$ cat config.mk
export PLATFORM = sky130hd
export DESIGN_NAME = bba_div
export DESIGN_NICKNAME = d
export VERILOG_FILES = /design/src/rtl/bba_pkg.sv /design/src/rtl/bba_div.sv
export SDC_FILE = /design/constraint.sdc
export NUM_CORES = 1
export LEC_CHECK = 0
export ABC_AREA = 1
export BUFFER_PORTS_ARGS = -buffer_cell sky130_fd_sc_hd__buf_2
export CAP_MARGIN = 20
export CORE_MARGIN = 2
export CORE_UTILIZATION = 36
export CTS_CLUSTER_SIZE = 8
export DETAILED_ROUTE_END_ITERATION = 10
export HOLD_SLACK_MARGIN = 0.03
export PLACE_DENSITY = 0.87
export REMOVE_ABC_BUFFERS = 1
export SETUP_SLACK_MARGIN = 0.3
export SYNTH_ARGS = -nofsm -noshare
export SYNTH_HDL_FRONTEND = slang
export SYNTH_SLANG_ARGS = --single-unit
$ cat constraint.sdc
create_clock -name clk -period 0.8 [get_ports clk]
set_input_delay 0.04 -clock clk [delete_from_list [all_inputs] [get_ports clk]]
set_output_delay 0.04 -clock clk [all_outputs]
set_load 0.05 [all_outputs]
$ cat src/rtl/bba_pkg.sv
// Shared widths, status codes and interface structs of the buddy block allocator.
package bba_pkg;

    localparam int REQ_W  = 24;
    localparam int OFS_W  = 22;
    localparam int BLK_W  = 16;
    localparam int BYT_W  = 23;
    localparam int ST_W   = 2;
    localparam int AO_W   = 5;
    localparam int WORD_W = 32;
    localparam int WSEL   = 5;

    localparam logic [ST_W-1:0] ST_OK       = 2'd0;
    localparam logic [ST_W-1:0] ST_NO_FIT   = 2'd1;
    localparam logic [ST_W-1:0] ST_BAD_REQ  = 2'd2;
    localparam logic [ST_W-1:0] ST_BAD_FREE = 2'd3;

    localparam logic CMD_ALLOC = 1'b0;
    localparam logic CMD_FREE  = 1'b1;

    typedef struct packed {
        logic             start;
        logic [OFS_W-1:0] dividend;
    } div_req_t;

    typedef struct packed {
        logic             done;
        logic             rem_zero;
        logic [OFS_W-1:0] quot;
    } div_rsp_t;

endpackage

$ cat src/rtl/bba_div.sv
// Offset splitter: arena offset to minimum-block unit and remainder check, registered.
module bba_div #(
    parameter int DIVISOR = 128
) (
    input  logic              clk,
    input  logic              rst_n,
    input  bba_pkg::div_req_t req,
    output bba_pkg::div_rsp_t rsp
);

    localparam int W  = bba_pkg::OFS_W;
    // block sizes are powers of two, so the divide is a shift and a mask
    localparam int SH = $clog2(DIVISOR);

    logic         done_reg, done_next;
    logic         rz_reg, rz_next;
    logic [W-1:0] q_reg, q_next;

    always_comb
    begin
        done_next = req.start;
        q_next    = q_reg;
        rz_next   = rz_reg;
        if (req.start)
        begin
            q_next  = req.dividend >> SH;
            rz_next = (req.dividend[SH-1:0] == '0);
        end
    end

    always_ff @(posedge clk or negedge rst_n)
    begin
        if (!rst_n)
            done_reg <= 1'b0;
        else
            done_reg <= done_next;
    end

    always_ff @(posedge clk)
    begin
        q_reg  <= q_next;
        rz_reg <= rz_next;
    end

    assign rsp.done     = done_reg;
    assign rsp.rem_zero = rz_reg;
    assign rsp.quot     = q_reg;

endmodule

Word-level counts from Yosys, hierarchy flattened
Index checks and enable logic that the tools add are counted.
{"block": "op_classes", "reduce_logical": 1}
{"cell": "$logic_not 7->1", "count": 1}
{"block": "totals", "output_inout_bits": 24, "input_bits": 25, "word_cells": 4, "regBits": 17}

Longest topological paths before layout
Gate-level depths: netlist of the first run.
{"block": "depth", "ltp_word": 1, "ltp_mapped": 3}

Least setup slack after synthesis of the first run
OpenSTA, ideal clock, no wires.
{"block": "synth_path", "path_type": "register to output", "start": "register q_reg[0]", "end": "output rsp[0] in the netlist's numbering", "arrival_ns": 0.601, "path_buffers": 0, "path_stages_with_launch": 1, "path_slack_ns": 0.159, "required_time_ns": 0.760, "cell_sequence": "edfxtp_1"}
{"element": "start, declared", "line_no": "bba_div.sv:17", "text": "logic [W-1:0] q_reg, q_next;"}
{"element": "start signal, assigned", "line_no": "bba_div.sv:41", "text": "q_reg <= q_next;"}
{"element": "end, declared", "line_no": "bba_div.sv:8", "text": "output bba_pkg::div_rsp_t rsp"}
No word-level cell between the ends.

Worst setup path in the final report of the first run
{"block": "layout_path", "start": "register q_reg[14]", "end": "output rsp[14] in the netlist's numbering"}
No word-level cell between the ends.

==> impl_metrics.yaml, run 1 <==
outcome:
  status: "complete, but fails checks"
  violations: "negative hold slack, negative setup slack"
final_layout:
  fin_area_um2: 967
  mostFrequentLayoutCell: "buf_2"
  fin_nets: 105
  seq_area_um2: 505
  nFillCells: 134
  largest_reg_flops: 15
  multi_input_area_um2: 48.8
  drive_gt1_share_pct: 59.5
  diodes: 0
  area_growth_pct: 60.4
  final_cell_mix: "buf_2 (24), buf_6 (17), edfxtp_1 (16), conb_1 (7), nor2_1 (4)"
  final_util_pct: 62.7
synthesis:
  synth_seq_area_share_pct: 83.8
  yosys_register_bits: 17
  yosys_warnings: 0
  avgSynthCellArea_um2: 17.7
  synth_area_um2: 603
  syn_inst: 34
  synth_top_area_share_pct: 79.7
  yosysUniqueCellTypes: 7
  synth_top_area_cell: "edfxtp_1"
  synth.area.top_cells: "edfxtp_1 (80%), buf_4 (11%), dfrtp_1 (4.1%)"
critical_path:
  worstSetupStartpointType: "flop"
  end_kind: "output pin"
  crit_family: "flip-flops"
  critPathKind: "reg -> out"
  slowest_stage: "edfxtp_1"
  slowest_delay_ns: 0.40
  critical_path.startpoint: "q_reg[14]$_DFFE_PP_"
  path_buf_inv: 1
  crit_required_ns: 0.76
  cp_max_fo: 1
  worstPathCellList: "buf_6"
  arrival_ns: 0.86
placement:
  portBuffers: 41
  place_area_um2: 823
  place_ws_ns: 0.183
  place_congestion: 0.685
die:
  io_pins: 49
  die_h_um: 44.9
  num_rows: 14
  die-area_mm2: 0.00202
  core_mm2: 0.00154
  die_w_um: 44.9
  start_util_pct: 39.1
run:
  maxCapViolations: 0
timing:
  fin_crit_ns: 0.896
  hold_viol: 15
  setup_slack_ns: -0.0962
  finalCritPeriodShare_pct: 112
  tns_ns: -1.42
  setup_viol: 17
  rsz0062_at_grt: "yes"
  holdWs_ns: -0.0831
  fmax_mhz: 1120
  slew_violations: 0
clock_tree:
  cts.sinks: 17
  clk_pin_slew_worst_paths_ns: 0.10
  cts_htree_levels: 1
  post_cts_buffers: 0
  hold_buffers: 1
  cts_buffers: 3
  clockBufferDepth: 2
  cts_tree: "done"
  cts_root_buffer: "clkbuf_4"
routing:
  drt_iter0_markers: 1
  via_per_inst: 4.20
  firstDrtPassIters: 2
  vias: 399
  drc_errors: 0
  wirelength_um: 1070
  wl_per_cell_um: 11.2
  detail-route-antenna-nets: 0
global_route:
  grt_max_degree: 11
  grt_pass1_vias: 390
  antenna_found_initial: 0
  grt.overflow.total: 0
  grtUsageTotal_pct: 12.6
  grt_first_pass_wirelength_um: 1650
min_path:
  hold_start: "req[15]"
  holdCritPathClass: "in -> reg"
  whs_path_depth: 1
  hold_end: "q_reg[8]$_DFFE_PP_"
power:
  ir_drop_mv: 1.11
  p_per_area_mw_per_mm2: 2150
  power_uw: 2080
  p_leak_uw: 0.000442
==> per-layer routing <==
metal,global-route usage (%),routed length [um],vias up
met5,0,0,-
met4,8.82,0,0
met3,6.00,136,0
met2,21.4,560,34
met1,11.6,369,174
li1,-,-,191
==> cells by family after synthesis <==
| group | Yosys count | synth area share [%] |
|---|---|---|
| simple gates | 6 | 3.73 |
| buf+inv | 10 | 11.8 |
| flops | 17 | 83.8 |
| other cells | 1 | 0.622 |
==> report_power, final <==
| part | internal (uW) | total (uW) | switching [uW] |
|---|---|---|---|
| Sequential | 1050 | 1080 | 28.2 |
| Combinational | 186 | 550 | 364 |
| Clock | 186 | 456 | 270 |
| Total | 1420 | 2080 | 663 |
==> final cells by class <==
class | count | area share [%]
clock buffer | 3 | 2.33
clock inverter | 1 | 0.517
inverter | 1 | 0.388
multi-input combinational | 13 | 5.05
sequential | 17 | 52.3
tap | 16 | 2.07
timing repair buffer | 44 | 37.4
==> metrics by stage <==
stage          std cells  hold slack [ns]
4_1_cts               95          -0.0959
2_1_floorplan         31           -0.256
5_1_grt               95           -0.113
6_report              95          -0.0831
3_3_place_gp          90           -0.185
3_5_place_dp          90           -0.184
==> cells in the mapped netlist <==
cell	instances
conb_1	1
dfrtp_1	1
nand2_1	2
buf_4	9
inv_1	1
nor2_1	4
edfxtp_1	16
==> worst max path at each step <==
stage | to | slack [ns] | cells past startpoint
2_1_floorplan | rsp[0] | 0.16 | 0
6_report | rsp[14] | -0.1 | 1
4_1_cts | rsp[14] | -0.12 | 1
3_5_place_dp | rsp[9] | 0.18 | 1
3_3_place_gp | q_reg[0]$_DFFE_PP_ | 0.20 | 2
5_1_grt | rsp[13] | -0.15 | 1
==> repair_timing <==
| item | CTS | global route |
|---|---|---|
| hold endpoints to repair | 16 | 15 |
| setup endpoints to repair | 17 | 17 |
| gates resized for setup | 34 | 0 |
| cloned | 0 | 0 |
Power figures use the tool's default switching activity.
==> run 2, diff against run 1 <==
--- a/config.mk
+++ b/config.mk
@@ -15,7 +15,7 @@
 export HOLD_SLACK_MARGIN = 0.03
 export PLACE_DENSITY = 0.87
 export REMOVE_ABC_BUFFERS = 1
-export SETUP_SLACK_MARGIN = 0.3
+export SETUP_SLACK_MARGIN = 0.5
 export SYNTH_ARGS = -nofsm -noshare
 export SYNTH_HDL_FRONTEND = slang
 export SYNTH_SLANG_ARGS = --single-unit
==> impl_metrics.yaml, run 2 (synthesis gave the netlist of run 1 again) <==
clock_tree:
  cts_tree: "done"
  cts_htree_levels: 1
  hold_buffers: 1
  cts_root_buffer: "clkbuf_4"
  cts.sinks: 17
  clockBufferDepth: 2
  cts_buffers: 3
  clk_pin_slew_worst_paths_ns: 0.10
final_layout:
  largest_reg_flops: 15
  fin_nets: 105
  final_cell_mix: "buf_2 (24), buf_6 (17), edfxtp_1 (16), conb_1 (7)"
  nFillCells: 133
  area_growth_pct: 60.8
  mostFrequentLayoutCell: "buf_2"
  final_util_pct: 62.9
  diodes: 0
  drive_gt1_share_pct: 60.8
die:
  num_rows: 14
  io_pins: 49
  die-area_mm2: 0.00202
  core_mm2: 0.00154
  die_h_um: 44.9
  die_w_um: 44.9
  start_util_pct: 39.1
timing:
  hold_viol: 15
  rsz0062_at_grt: "yes"
  fmax_mhz: 1110
  setup_viol: 17
  fin_crit_ns: 0.897
  holdWs_ns: -0.0839
  slew_violations: 0
  finalCritPeriodShare_pct: 112
  setup_slack_ns: -0.0971
global_route:
  grt_pass1_vias: 390
  grt_first_pass_wirelength_um: 1650
  grt.overflow.total: 0
  antenna_found_initial: 0
  grt_max_degree: 11
  grtUsageTotal_pct: 12.6
routing:
  drc_errors: 0
  drt_iter0_markers: 1
  via_per_inst: 4.20
  vias: 399
  wl_per_cell_um: 11.2
  detail-route-antenna-nets: 0
  wirelength_um: 1070
  firstDrtPassIters: 2
critical_path:
  slowest_delay_ns: 0.40
  worstSetupStartpointType: "flop"
  end_kind: "output pin"
  path_buf_inv: 1
  slowest_stage: "edfxtp_1"
  crit_family: "flip-flops"
  worstPathCellList: "buf_6"
  arrival_ns: 0.86
  critPathKind: "reg -> out"
  crit_required_ns: 0.76
  cp_max_fo: 1
placement:
  place_congestion: 0.685
  portBuffers: 41
power:
  p_leak_uw: 0.000442
  ir_drop_mv: 1.11
  p_per_area_mw_per_mm2: 2150
run:
  maxCapViolations: 0
outcome:
  violations: "negative hold slack, negative setup slack"
  status: "complete, but fails checks"
min_path:
  hold_start: "req[15]"
  hold_end: "q_reg[8]$_DFFE_PP_"
  whs_path_depth: 1
  holdCritPathClass: "in -> reg"
==> run 2: changes by cell type in the layout (fill, tap and decap cells not counted) <==
cell	before	now
nor2_2	0	1
nor2_1	4	3
==> run 2: cell type report <==
type	count	area, um^2	share of cell area (%)
Inverter	1	3.75	0.387
Timing Repair Buffer	44	362	37.3
Tap cell	16	20.0	2.06
Clock inverter	1	5.00	0.516
Sequential cell	17	505	52.1
Clock buffer	3	22.5	2.32
Multi-Input combinational cell	13	51.3	5.29
==> run 2: how the worst max path moves through the flow <==
| stage | from | depth (start not counted) | endpoint |
|---|---|---|---|
| 6_report | q_reg[14]$_DFFE_PP_ | 1 | rsp[14] |
| 5_1_grt | q_reg[13]$_DFFE_PP_ | 1 | rsp[13] |
| 4_1_cts | q_reg[14]$_DFFE_PP_ | 1 | rsp[14] |
| 3_5_place_dp | q_reg[9]$_DFFE_PP_ | 1 | rsp[9] |
| 3_3_place_gp | req[22] | 2 | q_reg[0]$_DFFE_PP_ |
| 2_1_floorplan | q_reg[0]$_DFFE_PP_ | 0 | rsp[0] |
==> run 2: layer usage <==
layer  vias up  track usage (%)  part of all wire, %
li1        191                -                    -
met2        34             21.4                   52
met3         0             6.00                   13
met4         0             8.82                    0
met5         -                0                    0
met1       174             11.6                   35
==> run 2: power by group <==
group / total, uW / switching, uW / internal (uW)
Clock: 457 / 272 / 186
Combinational: 551 / 365 / 186
Sequential: 1080 / 28.2 / 1050
==> run 2: what timing repair did <==
action / 4_1_cts / 5_1_grt
setup endpoints to repair: 17 / 18
resized for setup: 34 / 1
buffers inserted: 0 / 0
hold endpoints to repair: 16 / 15
==> run 2: through the flow <==
step | total power (uW) | cell area [um^2] | setup WS (ns) | instances | setup TNS [ns]
floorplan | 1400 | 558 | 0.159 | 31 | 0
global placement | 1540 | 823 | 0.201 | 90 | 0
detailed placement | 1550 | 823 | 0.183 | 90 | 0
CTS | 2110 | 967 | -0.121 | 95 | -1.70
global route | 2170 | 970 | -0.149 | 95 | -2.24
finish | 2080 | 970 | -0.0971 | 95 | -1.43
